===== config.mk =====
export PLATFORM = sky130hd
export DESIGN_NAME = least_loaded_dispatcher_core
export DESIGN_NICKNAME = d
export VERILOG_FILES = /design/src/rtl/core/lld_pkg.sv /design/src/rtl/core/lld_ctrl.sv /design/src/rtl/core/lld_datapath.sv /design/src/rtl/core/least_loaded_dispatcher_core.sv
export SDC_FILE = /design/constraint.sdc
export NUM_CORES = 1
export LEC_CHECK = 0
export ABC_CLOCK_PERIOD_IN_PS = 7800
export BUFFER_PORTS_ARGS = -buffer_cell sky130_fd_sc_hd__clkbuf_2
export CAP_MARGIN = 15
export CORE_MARGIN = 2
export CORE_UTILIZATION = 55
export CTS_BUF_LIST = sky130_fd_sc_hd__clkbuf_4 sky130_fd_sc_hd__clkbuf_8 sky130_fd_sc_hd__clkbuf_16
export CTS_CLUSTER_SIZE = 12
export DETAILED_ROUTE_END_ITERATION = 6
export PLACE_DENSITY = 0.83
export RECOVER_POWER = 25
export SLEW_MARGIN = 25
export SYNTH_ARGS = -nofsm -noshare
export SYNTH_HDL_FRONTEND = slang
export SYNTH_HIERARCHICAL = 1
export SYNTH_SLANG_ARGS = --single-unit

===== constraint.sdc =====
create_clock -name i_clk -period 7.8 [get_ports i_clk]
set_input_delay 0.78 -clock i_clk [delete_from_list [all_inputs] [get_ports i_clk]]
set_output_delay 0.78 -clock i_clk [all_outputs]
set_load 0.02 [all_outputs]

===== src/rtl/core/lld_pkg.sv =====
// Package of the least-loaded dispatcher: sizes, codes, reset costs and payload types.
// Depends on nothing; imported by every module of the block.
package lld_pkg;

    localparam int PROCESSORS = 4;
    localparam int PROC_IDX_W = (PROCESSORS > 1) ? $clog2(PROCESSORS) : 1;
    localparam int LOAD_W     = 32;
    localparam int COST_W     = 16;
    localparam int KIND_N     = 4;

    localparam logic [LOAD_W-1:0] LOAD_MAX = {LOAD_W{1'b1}};

    // Configuration register indexes.
    localparam logic [1:0] CFG_COST_A = 2'd0;
    localparam logic [1:0] CFG_COST_B = 2'd1;
    localparam logic [1:0] CFG_COST_C = 2'd2;
    localparam logic [1:0] CFG_COST_D = 2'd3;

    // Operation codes.
    localparam logic OP_DISPATCH = 1'b0;
    localparam logic OP_COMPLETE = 1'b1;

    localparam logic [COST_W-1:0] COST_A_RESET = 16'd5000;
    localparam logic [COST_W-1:0] COST_B_RESET = 16'd10000;
    localparam logic [COST_W-1:0] COST_C_RESET = 16'd15000;
    localparam logic [COST_W-1:0] COST_D_RESET = 16'd20000;

    typedef struct packed {
        logic       operation;
        logic [1:0] task_kind;
        logic [1:0] done_processor;
    } t_req;

    typedef struct packed {
        logic [1:0]        target_processor;
        logic [LOAD_W-1:0] updated_load;
        logic              clamp_flag;
    } t_res;

    // Commands from the controller to the datapath.
    typedef struct packed {
        logic capture;
        logic update;
    } t_ctrl_cmd;

endpackage


===== src/rtl/core/lld_ctrl.sv =====
// Controller of the least-loaded dispatcher: accepts a transaction and sequences the update.
// Depends on lld_pkg.
module lld_ctrl
    import lld_pkg::*;
(
    input  logic      i_clk,
    input  logic      i_rst_n,
    input  logic      i_start,
    output logic      o_busy,
    output t_ctrl_cmd o_cmd
);

    localparam logic ST_IDLE   = 1'b0;
    localparam logic ST_UPDATE = 1'b1;

    logic r_state;
    logic n_state;

    always_comb begin
        n_state = r_state;
        case (r_state)
            ST_IDLE: begin
                if (i_start) begin
                    n_state = ST_UPDATE;
                end
            end
            ST_UPDATE: begin
                n_state = ST_IDLE;
            end
            default: begin
                n_state = ST_IDLE;
            end
        endcase
    end

    always_ff @(posedge i_clk) begin
        if (!i_rst_n) begin
            r_state <= ST_IDLE;
        end else begin
            r_state <= n_state;
        end
    end

    assign o_busy        = (r_state == ST_UPDATE);
    assign o_cmd.capture = (r_state == ST_IDLE) && i_start;
    assign o_cmd.update  = (r_state == ST_UPDATE);

endmodule


===== src/rtl/core/lld_datapath.sv =====
// Datapath of the least-loaded dispatcher: cost registers, load counters, argmin tree,
// saturating update and result register. Depends on lld_pkg.
module lld_datapath
    import lld_pkg::*;
(
    input  logic        i_clk,
    input  logic        i_rst_n,
    input  t_ctrl_cmd   i_cmd,
    input  t_req        i_req,
    input  logic        i_cfg_we,
    input  logic [1:0]  i_cfg_index,
    input  logic [15:0] i_cfg_data,
    output logic        o_done,
    output t_res        o_res
);

    localparam int NODES = 1 << PROC_IDX_W;

    logic [COST_W-1:0]     r_cost [KIND_N];
    logic [LOAD_W-1:0]     r_cnt  [PROCESSORS];

    // Registered operands of the transaction in flight.
    logic                  r_op;
    logic [1:0]            r_proc;
    logic [PROC_IDX_W-1:0] r_idx;
    logic [LOAD_W-1:0]     r_load;
    logic [COST_W-1:0]     r_cost_sel;
    logic                  r_out_of_range;

    logic                  r_done;
    t_res                  r_res;

    logic [LOAD_W-1:0]     node_load [2*NODES];
    logic [PROC_IDX_W-1:0] node_idx  [2*NODES];
    logic                  node_vld  [2*NODES];

    logic [PROC_IDX_W-1:0] done_idx;
    logic                  done_in_range;
    logic [LOAD_W:0]       sum;
    logic [LOAD_W-1:0]     cost_ext;
    logic [LOAD_W-1:0]     n_load;
    logic                  n_flag;

    // Argmin as a binary tree; the left child holds lower indexes, so it wins on a tie.
    // Padding leaves past the last processor are invalid and never chosen.
    always_comb begin
        for (int i = 0; i < NODES; i++) begin
            node_vld[NODES+i]  = (i < PROCESSORS);
            node_load[NODES+i] = (i < PROCESSORS) ? r_cnt[i % PROCESSORS] : LOAD_MAX;
            node_idx[NODES+i]  = PROC_IDX_W'(i);
        end
        node_vld[0]  = 1'b0;
        node_load[0] = LOAD_MAX;
        node_idx[0]  = '0;
        for (int n = NODES - 1; n >= 1; n--) begin
            if (node_vld[2*n+1] && (node_load[2*n+1] < node_load[2*n])) begin
                node_load[n] = node_load[2*n+1];
                node_idx[n]  = node_idx[2*n+1];
            end else begin
                node_load[n] = node_load[2*n];
                node_idx[n]  = node_idx[2*n];
            end
            node_vld[n] = node_vld[2*n] | node_vld[2*n+1];
        end
    end

    assign done_idx      = PROC_IDX_W'(i_req.done_processor);
    assign done_in_range = (32'(i_req.done_processor) < PROCESSORS);

    assign cost_ext = LOAD_W'(r_cost_sel);
    assign sum      = {1'b0, r_load} + {1'b0, cost_ext};

    always_comb begin
        n_load = '0;
        n_flag = 1'b0;
        if (r_op == OP_DISPATCH) begin
            if (sum[LOAD_W]) begin
                n_load = LOAD_MAX;
                n_flag = 1'b1;
            end else begin
                n_load = sum[LOAD_W-1:0];
            end
        end else if (!r_out_of_range) begin
            if (cost_ext > r_load) begin
                n_load = '0;
                n_flag = 1'b1;
            end else begin
                n_load = r_load - cost_ext;
            end
        end
    end

    always_ff @(posedge i_clk) begin
        if (!i_rst_n) begin
            r_cost[CFG_COST_A] <= COST_A_RESET;
            r_cost[CFG_COST_B] <= COST_B_RESET;
            r_cost[CFG_COST_C] <= COST_C_RESET;
            r_cost[CFG_COST_D] <= COST_D_RESET;
        end else if (i_cfg_we) begin
            case (i_cfg_index)
                CFG_COST_A: r_cost[CFG_COST_A] <= i_cfg_data;
                CFG_COST_B: r_cost[CFG_COST_B] <= i_cfg_data;
                CFG_COST_C: r_cost[CFG_COST_C] <= i_cfg_data;
                CFG_COST_D: r_cost[CFG_COST_D] <= i_cfg_data;
                default: begin
                end
            endcase
        end
    end

    always_ff @(posedge i_clk) begin
        if (i_cmd.capture) begin
            r_op           <= i_req.operation;
            r_proc         <= i_req.done_processor;
            r_cost_sel     <= r_cost[i_req.task_kind];
            if (i_req.operation == OP_DISPATCH) begin
                r_idx          <= node_idx[1];
                r_load         <= node_load[1];
                r_out_of_range <= 1'b0;
            end else begin
                r_idx          <= done_idx;
                r_load         <= done_in_range ? r_cnt[done_idx] : '0;
                r_out_of_range <= !done_in_range;
            end
        end
    end

    always_ff @(posedge i_clk) begin
        if (!i_rst_n) begin
            for (int i = 0; i < PROCESSORS; i++) begin
                r_cnt[i] <= '0;
            end
        end else if (i_cmd.update && !r_out_of_range) begin
            r_cnt[r_idx] <= n_load;
        end
    end

    always_ff @(posedge i_clk) begin
        if (!i_rst_n) begin
            r_done <= 1'b0;
        end else begin
            r_done <= i_cmd.update;
        end
    end

    always_ff @(posedge i_clk) begin
        if (i_cmd.update) begin
            r_res.target_processor <= (r_op == OP_DISPATCH) ? 2'(r_idx) : r_proc;
            r_res.updated_load     <= n_load;
            r_res.clamp_flag       <= n_flag;
        end
    end

    assign o_done = r_done;
    assign o_res  = r_res;

endmodule


===== src/rtl/core/least_loaded_dispatcher_core.sv =====
// Top level of the least-loaded dispatcher: joins the controller and the datapath.
// Depends on lld_pkg, lld_ctrl and lld_datapath.
//
// Usage: a transaction is accepted at a rising edge with start high and busy low.
// i_req carries the operation, the task kind and, for a completion, the processor.
// A dispatch goes to the processor with the smallest pending load, lowest index on
// a tie, and adds the kind's cost with saturation; a completion subtracts the cost
// from the named processor, clamping at zero.
// Each transaction yields one result on o_res, marked by o_done for one cycle.
// After acceptance the controller enters its update state, and the result and o_done
// are registered from there. busy is high in that update state, which follows
// acceptance, so the block cannot take a new transaction until that update is done;
// the busy state covers the read-modify-write of one counter after the argmin at capture.
// The result is held in an output register, so the next transaction is accepted in
// the same cycle that the previous result is shown. The receiver cannot stall.
// Configuration: i_cfg_we writes i_cfg_data into cost register i_cfg_index at once;
// write only while idle.
// Reset (synchronous, active low) clears all load counters to zero, loads the default
// costs and returns the controller to idle.
module least_loaded_dispatcher_core
    import lld_pkg::*;
(
    input  logic        i_clk,
    input  logic        i_rst_n,
    input  logic        start,
    output logic        busy,
    input  t_req        i_req,
    input  logic        i_cfg_we,
    input  logic [1:0]  i_cfg_index,
    input  logic [15:0] i_cfg_data,
    output logic        o_done,
    output t_res        o_res
);

    t_ctrl_cmd cmd;

    lld_ctrl u_ctrl (
        .i_clk   (i_clk),
        .i_rst_n (i_rst_n),
        .i_start (start),
        .o_busy  (busy),
        .o_cmd   (cmd)
    );

    lld_datapath u_datapath (
        .i_clk       (i_clk),
        .i_rst_n     (i_rst_n),
        .i_cmd       (cmd),
        .i_req       (i_req),
        .i_cfg_we    (i_cfg_we),
        .i_cfg_index (i_cfg_index),
        .i_cfg_data  (i_cfg_data),
        .o_done      (o_done),
        .o_res       (o_res)
    );

endmodule


==> flow_summary_export.csv, run 1 <==
group,metric,value,unit
detailed_routing,first_pass_iters,5,
synth,yosysMostFrequentCell,"edfxtp_1",
power_and_ir_drop,p_total,4.263,mW
clock_network,cts_tree,"done",
place,place_congestion,0.9463,
worst_setup_path,start_kind,"register",
synth,yosys-top-cells-count,"280 x edfxtp_1, 161 x nor2_1, 153 x inv_1, 125 x ha_1",
worst_setup_path,crit_slowest_cell,"a21oi_4",
synth,synthMuxAreaShare,10.08,%
global_route,top_usage_layer,"met2",
synth,avgSynthCellArea,11.32,um^2
synth,synth_nets,1667,
clock_network,cts-buffers-inserted,30,
detailed_routing,vias_per_cell,6.565,
clock_network,cts-root-buf,"clkbuf_16",
clock_network,cts_sinks,282,
worst_setup_path,endpoint_kind,"register",
synth,synth-adder-area-share,9.363,%
synth,synthTopCellsByArea,"edfxtp_1 49%, ha_1 9.1%, mux4_2 6.3%",
power_and_ir_drop,p_clk_share,32.3,%
timing,setup_tns,0,ns
status,status,"complete, but fails checks",
worst_setup_path,path_class,"register to register",
die,start_util,55.86,%
power_and_ir_drop,p_seq_share,44.6,%
min_path,min_from,"start",
synth,yosys.cell_types.count,77,
die,die_w,180.5,um
detailed_routing,drt_iter0_drc,1557,
global_route,grt_max_degree,54,
place,dp_hpwl,30640,um
synth,ys_ff_latch,282,
global_route,grt_pass1_wl,69770,um
worst_setup_path,cp.arrival,7.18,ns
power_and_ir_drop,p_sw_share,30.28,%
timing,worst_pin_slew,3.350,ns
place,io_buffers,63,
cells_and_area,area_growth,9.882,%
synth,synth-seq-area-share,49.31,%
global_route,met1_usage,38.03,%
timing,hold_violations,0,
worst_setup_path,path_max_fanout,26,
synth,yosysWarnings,6,
synth,synthesis.area,17130,um^2
worst_setup_path,max_stage_delay,0.74,ns
worst_setup_path,crit_end,"u_datapath/r_load[20]$_DFFE_PP_",
timing,setup_viol,0,
timing,grt_setup_unrepaired,"no",
worst_setup_path,rrSetupSlack,0.93,ns
timing,fin_crit_sh,88.13,%
global_route,gr-usage-met2,42.95,%
worst_setup_path,critical_path_required,8.10,ns
cells_and_area,insertedDiodeCount,0,
power_and_ir_drop,p_sw,1.291,mW
detailed_routing,wirelength,44590,um
synth,synth-compound-area-share,12.24,%
detailed_routing,wl_per_cell,22.60,um
synth,synth_xor_area_share,0.6135,%
global_route,met3_usage,4.082,%
power_and_ir_drop,power.internal,2.972,mW
global_route,grt_pass1_vias,12730,
worst_setup_path,r2r-end,"u_datapath/r_load[20]$_DFFE_PP_",
die,die-area,32580,um^2
global_route,grt_usage,26.95,%
synth,async_flop_share,0,%
detailed_routing,num_vias,12950,
timing,slew-limit-headroom,-123.3,%
detailed_routing,antenna_left,0,
synth,yosysTopAreaCell,"edfxtp_1",
clock_network,clkLatencyLatePin,0.57,ns
timing,fin_hold_ws,0.4748,ns
die,rows,64,
clock_network,cts_hold_buf,0,
synth,synth_top_cell_area_share,49.08,%
detailed_routing,drcViolationCount,0,
min_path,hold_path_class,"input pin to register",
status,violations,"capacitance limit, slew limit",
power_and_ir_drop,p_comb_share,23.1,%
job,cap_violations,5,
die,die_y,180.5,um
timing,drv_slew,210,
worst_setup_path,r2r_cells,20,
synth,yosys.area_share.simple,13.20,%
synth,synthCells,1513,
cells_and_area,design_area,18820,um^2
cells_and_area,nNetsFinal,1712,
clock_network,h-tree-depth,1,
worst_setup_path,r2r-start,"u_datapath/r_cnt[3][13]$_DFFE_PP_",
clock_network,path_clk_slew,0.06,ns
synth,synth_top_family_by_area,"simple AND/OR/NAND/NOR gates",
worst_setup_path,startpoint,"u_datapath/r_cnt[3][13]$_DFFE_PP_",
power_and_ir_drop,p_leak,7.664,nW
global_route,grt_overflow_total,0,
die,boundaryPins,64,
power_and_ir_drop,cellPowerDensity,226.5,nW/um^2
synth,ys.flop_type,"edfxtp_1",
place,placed_cell_area,17900,um^2
worst_setup_path,path_cells,"ha_1, a21o_1, a21o_1, a21oi_1, o2111ai_1, a21oi_4, buf_4, mux2i_1, inv_1, ha_1, and4_1, nand4_1, nor4_1, o21ai_0, nand2_1, or3_1, nand2b_1, o311a_1, buf_4, a221oi_1",
clock_network,cts_resized,0,
timing,max_freq,145.5,MHz
cells_and_area,final_util,61.38,%
die,core,30670,um^2
power_and_ir_drop,ir_drop,0.1745,mV
timing,skew,0.01373,ns
cells_and_area,layout-drive-gt1-share,13.32,%
synth,synth-edff-count,280,
timing,post-route-min-period,6.874,ns
global_route,antenna_found_initial,0,
clock_network,postCtsSetupBuffers,0,
clock_network,clockBufferDepth,3,
-- kinds of logic after synthesis --
| family | Yosys count |
|---|---|
| mux | 112 |
| flops | 282 |
| buf+inv | 231 |
| compound gates | 296 |
| simple gates | 453 |
| xor+xnor | 12 |
| fa+ha+maj | 127 |
-- per-layer routing --
layer | share of wire, % | vias up
met5 | 0 | -
met4 | 3.3 | 0
met3 | 9.5 | 134
met2 | 46 | 726
met1 | 41 | 6362
li1 | - | 5731
-- worst max-delay path, delay by kind of cell, from the launching register on --
kind	cells	cell delay, ns
AOI/OAI and AO/OA	8	2.76
adders and majority gates	2	0.63
buffers and inverters	3	0.92
DFF	1	0.41
muxes	1	0.29
and+or+nand+nor	6	1.55
-- worst min path at each step --
stage / endpoint / slack (ns) / cells after the start
after global placement: u_datapath/o_res[33]$_DFFE_PP_ / 0.54 / 1
final: u_ctrl/o_busy$_SDFF_PP0_ / 0.47 / 2
after detailed placement: u_datapath/o_res[34]$_DFFE_PP_ / 0.55 / 1
after CTS: u_ctrl/o_busy$_SDFF_PP0_ / 0.47 / 2
after floorplan: u_datapath/o_res[33]$_DFFE_PP_ / 0.52 / 1
after global routing: u_ctrl/o_busy$_SDFF_PP0_ / 0.49 / 2
-- layout by cell type, fill, tap and decap left out, types with 8 or more instances in the layout --
master       n
a211oi_1    14
a21o_1      16
a21oi_1     64
a221o_1      8
a221oi_1    26
and2_1      45
and3_1       9
buf_4       23
clkbuf_1     8
clkbuf_16   30
clkbuf_2    58
clkbuf_4     9
edfxtp_1   280
ha_1       125
inv_1      153
mux2i_1     60
mux4_2      48
nand2_1     64
nand2b_1    10
nand3_1     11
nand4_1     20
nor2_1     161
nor2b_1     45
nor3_1      16
nor4_1      19
o211ai_1    14
o21ai_0     62
o221ai_1     8
or3_1       35
xnor2_1      9
-- state kept, by name (all words and copies together), names as in the netlist --
register and cells:
u_datapath/r_cost_sel 16, u_datapath/r_cost 64, u_datapath/o_done 1, u_datapath/r_idx 2
u_ctrl/o_busy 1, u_datapath/r_proc 2, u_datapath/r_load 32, u_datapath/r_cnt 128
u_datapath/r_op 1, u_datapath/o_res 35
-- cell type report --
| class | count | area [um^2] |
|---|---|---|
| clock buffers | 42 | 859.6 |
| repair buffers | 90 | 520.5 |
| flip-flops and latches | 282 | 8448 |
| multi-input cells | 1000 | 7835 |
| inverters | 154 | 578.1 |
| clock inverters | 9 | 87.58 |
| well taps | 396 | 495.5 |
| fillers | 2351 | 11850 |
-- power by group through the flow --
stage / clock, mW / sequential [mW] / combinational, mW
after global routing: 1.44 / 1.91 / 1.07
after CTS: 1.39 / 1.90 / 0.963
after floorplan: 0 / 1.91 / 0.673
final: 1.38 / 1.90 / 0.986
after global placement: 0 / 1.92 / 0.930
after detailed placement: 0 / 1.93 / 0.955
-- per-stage QoR --
| step | std cells | setup WS, ns |
|---|---|---|
| 6_report | 1973 | 0.9260 |
| 5_1_grt | 1973 | 0.5753 |
| 4_1_cts | 1973 | 1.107 |
| 3_5_place_dp | 1922 | 1.095 |
| 3_3_place_gp | 1921 | 1.372 |
| 2_1_floorplan | 1513 | 2.415 |
(Power assumes the default switching activity.)
==> inputs of run 2 (changes only) <==
Settings changed: SYNTH_HIERARCHICAL 1 to unset.
==> run 2 against run 1 <==
The flow finishes with violations (DRC, capacitance limit, slew limit). Sequential share of layout area shrank 0.092 points. Non-clock buffer count down 5. Power up 2.3%. Critical path depth unchanged. Flip-flop and latch count unchanged. Fmax rose by 8.4%. Clock-buffer cell count unchanged. Register-to-register slack gained 0.53 ns. Largest cell class unchanged. Highest routed layer unchanged.
==> flow_summary_export.csv, run 2 <==
group,metric,value,unit
place,dp_hpwl,31740,um
worst_setup_path,max_stage_delay,0.85,ns
die,die-area,32800,um^2
synth,yosys-top-cells-count,"280 x edfxtp_1, 174 x nor2_1, 167 x inv_1, 147 x nand2_1, 125 x ha_1",
die,start_util,56.10,%
die,core,30750,um^2
die,boundaryPins,64,
global_route,grt_usage,28.11,%
timing,setup_viol,0,
cells_and_area,insertedDiodeCount,0,
timing,max_freq,157.6,MHz
power_and_ir_drop,p_sw,1.365,mW
worst_setup_path,path_max_fanout,40,
power_and_ir_drop,p_total,4.361,mW
worst_setup_path,rrSetupSlack,1.46,ns
timing,post-route-min-period,6.343,ns
power_and_ir_drop,p_seq_share,43.5,%
min_path,min_from,"i_cfg_data[10]",
cells_and_area,design_area,18870,um^2
detailed_routing,first_pass_iters,7,
worst_setup_path,r2r-start,"u_datapath.r_cnt[1][27]$_SDFFCE_PN0P_",
synth,async_flop_share,0,%
die,die_y,181.1,um
global_route,grt_max_degree,68,
clock_network,cts_hold_buf,0,
worst_setup_path,cp.arrival,6.52,ns
synth,ys.flop_type,"edfxtp_1",
cells_and_area,largest-register,"u_datapath.r_cnt",
clock_network,postCtsSetupBuffers,0,
cells_and_area,largest_reg_flops,128,
place,preCtsSetupSlack,1.385,ns
power_and_ir_drop,p_comb_share,24.2,%
worst_setup_path,critical_path_required,7.97,ns
timing,slew-limit-headroom,-121.6,%
clock_network,clkLatencyLatePin,0.58,ns
synth,synthesis.area,17250,um^2
synth,yosys.cell_types.count,75,
worst_setup_path,startpoint,"u_datapath.r_cnt[1][27]$_SDFFCE_PN0P_",
clock_network,cts_sinks,282,
place,io_buffers,63,
power_and_ir_drop,p_clk_share,32.4,%
clock_network,cts_resized,0,
synth,synth-edff-count,280,
cells_and_area,layout-drive-gt1-share,10.82,%
synth,yosysTopAreaCell,"edfxtp_1",
min_path,hold_path_class,"input pin to register",
status,status,"complete, but fails checks",
global_route,antenna_found_initial,0,
clock_network,clockBufferDepth,3,
synth,synth_top_cell_area_share,48.74,%
power_and_ir_drop,p_leak,7.584,nW
clock_network,cts_tree,"done",
power_and_ir_drop,ir_drop,0.2245,mV
timing,hold_violations,0,
cells_and_area,layout_common_cells,"280 x edfxtp_1, 174 x nor2_1, 167 x inv_1",
power_and_ir_drop,cellPowerDensity,231.2,nW/um^2
cells_and_area,nNetsFinal,1813,
global_route,grt_pass1_vias,13050,
timing,worst_pin_slew,3.323,ns
status,violations,"DRC, capacitance limit, slew limit",
synth,synth_nets,1771,
timing,fin_hold_ws,0.4966,ns
clock_network,cts-root-buf,"clkbuf_16",
synth,yosysWarnings,0,
worst_setup_path,path_class,"register to register",
timing,timing.final.ws_setup,1.457,ns
global_route,grt_overflow_total,0,
clock_network,path_clk_slew,0.06,ns
die,rows,64,
timing,setup_tns,0,ns
synth,avgSynthCellArea,10.67,um^2
worst_setup_path,endpoint_kind,"register",
synth,synthTopCellsByArea,"edfxtp_1 49%, ha_1 9.1%, mux4_2 6.3%",
global_route,grt_pass1_wl,72140,um
job,cap_violations,7,
clock_network,h-tree-depth,1,
synth,yosysMostFrequentCell,"edfxtp_1",
worst_setup_path,critPathMostFrequentCell,"o21ai_0",
detailed_routing,drt_iter0_drc,1660,
timing,skew,0.03298,ns
synth,ys_ff_latch,282,
detailed_routing,num_vias,13220,
detailed_routing,wirelength,46490,um
cells_and_area,final_common_cell,"edfxtp_1",
cells_and_area,area_growth,9.364,%
worst_setup_path,start_kind,"register",
place,placed_cell_area,17940,um^2
power_and_ir_drop,p_sw_share,31.31,%
detailed_routing,drcViolationCount,1,
timing,fin_crit_sh,81.32,%
clock_network,cts-buffers-inserted,31,
synth,synthCells,1617,
timing,grt_setup_unrepaired,"no",
worst_setup_path,path_cells,"ha_1, a21oi_1, o21ai_0, a221oi_1, o211ai_1, o21ai_4, buf_4, nand2_1, o21ai_0, inv_1, ha_1, a21o_1, a21o_1, a21oi_1, o2111ai_1, o41ai_4, buf_6, buf_4, mux2i_1, o21ai_0",
worst_setup_path,crit_slowest_cell,"o21ai_4",
synth,synth-seq-area-share,48.97,%
detailed_routing,wl_per_cell,22.37,um
place,place_congestion,0.9367,
timing,drv_slew,313,
die,die_w,181.1,um
detailed_routing,antenna_left,0,
detailed_routing,vias_per_cell,6.363,
power_and_ir_drop,power.internal,2.996,mW
## run 2: cell count changes after synthesis, moves of 7 or more
cell and delta:
mux2i_1 -23, nor4_1 -14, o21ai_1 +28, o21ai_0 +48, inv_1 +14, nor2_1 +13
a21o_1 +8, nand2_1 +82, nor2b_1 -38, a21oi_1 +17, o211ai_1 -7, a221oi_1 -19
## run 2: worst paths after layout
check,end,cells after the start
worst max-delay path,u_datapath.r_load[31]$_DFFE_PP_,20
worst min-delay path,u_datapath.r_cost[3][10]$_SDFFCE_PN1P_,2
worst max register to register,u_datapath.r_load[31]$_DFFE_PP_,20
worst min register to register,u_datapath.o_res[34]$_DFFE_PP_,1
## run 2: worst max-delay path, delay by kind of cell, from the launching register on
family          cells  cell delay [ns]
mux                 1             0.27
compound gates     12             3.40
buf+inv             4             1.09
flops               1             0.43
fa+ha+maj           2             0.66
simple gates        1             0.08
## run 2: area by class of cell
cell class                      count  area [um^2]
Clock buffer                       42        870.8
Clock inverter                     14        103.9
Fill cell                        2467        11880
Tap cell                          396        495.5
Timing Repair Buffer               85        421.7
Multi-Input combinational cell   1090         7890
Inverter                          169        634.4
Sequential cell                   282         8449
## run 2: through the flow
step           instances  utilization (%)
3_3_place_gp        2021            58.35
4_1_cts             2077            61.52
2_1_floorplan       1617                -
6_report            2078            61.35
3_5_place_dp        2021            58.35
5_1_grt             2078            61.35
## run 2: kinds of logic (layout without fill, tap and decap cells)
group | Yosys count | count (layout) | share of synthesized area (%)
adders and majority gates | 127 | 127 | 9.299
xor gates and xnor gates | 5 | 5 | 0.2539
DFF | 282 | 282 | 48.97
and+or+nand+nor | 502 | 502 | 13.44
muxes | 89 | 89 | 8.675
AOI/OAI and AO/OA | 367 | 367 | 13.85
buffers and inverters | 245 | 310 | 5.505
## run 2: routing by layer
layer / vias up / share of wire, % / GRT usage, %
met4: 0 / 4.4 / 11.28
met1: 6378 / 40 / 37.48
met5: - / 0 / 0
li1: 6011 / - / -
met2: 712 / 48 / 46.79
met3: 121 / 8.5 / 3.769
## run 2: power by group through the flow
stage	logic [mW]	clock network [mW]	registers, mW
2_1_floorplan	0.723	0	1.90
3_3_place_gp	0.995	0	1.91
3_5_place_dp	1.02	0	1.92
4_1_cts	1.03	1.42	1.89
5_1_grt	1.14	1.48	1.90
6_report	1.05	1.41	1.90
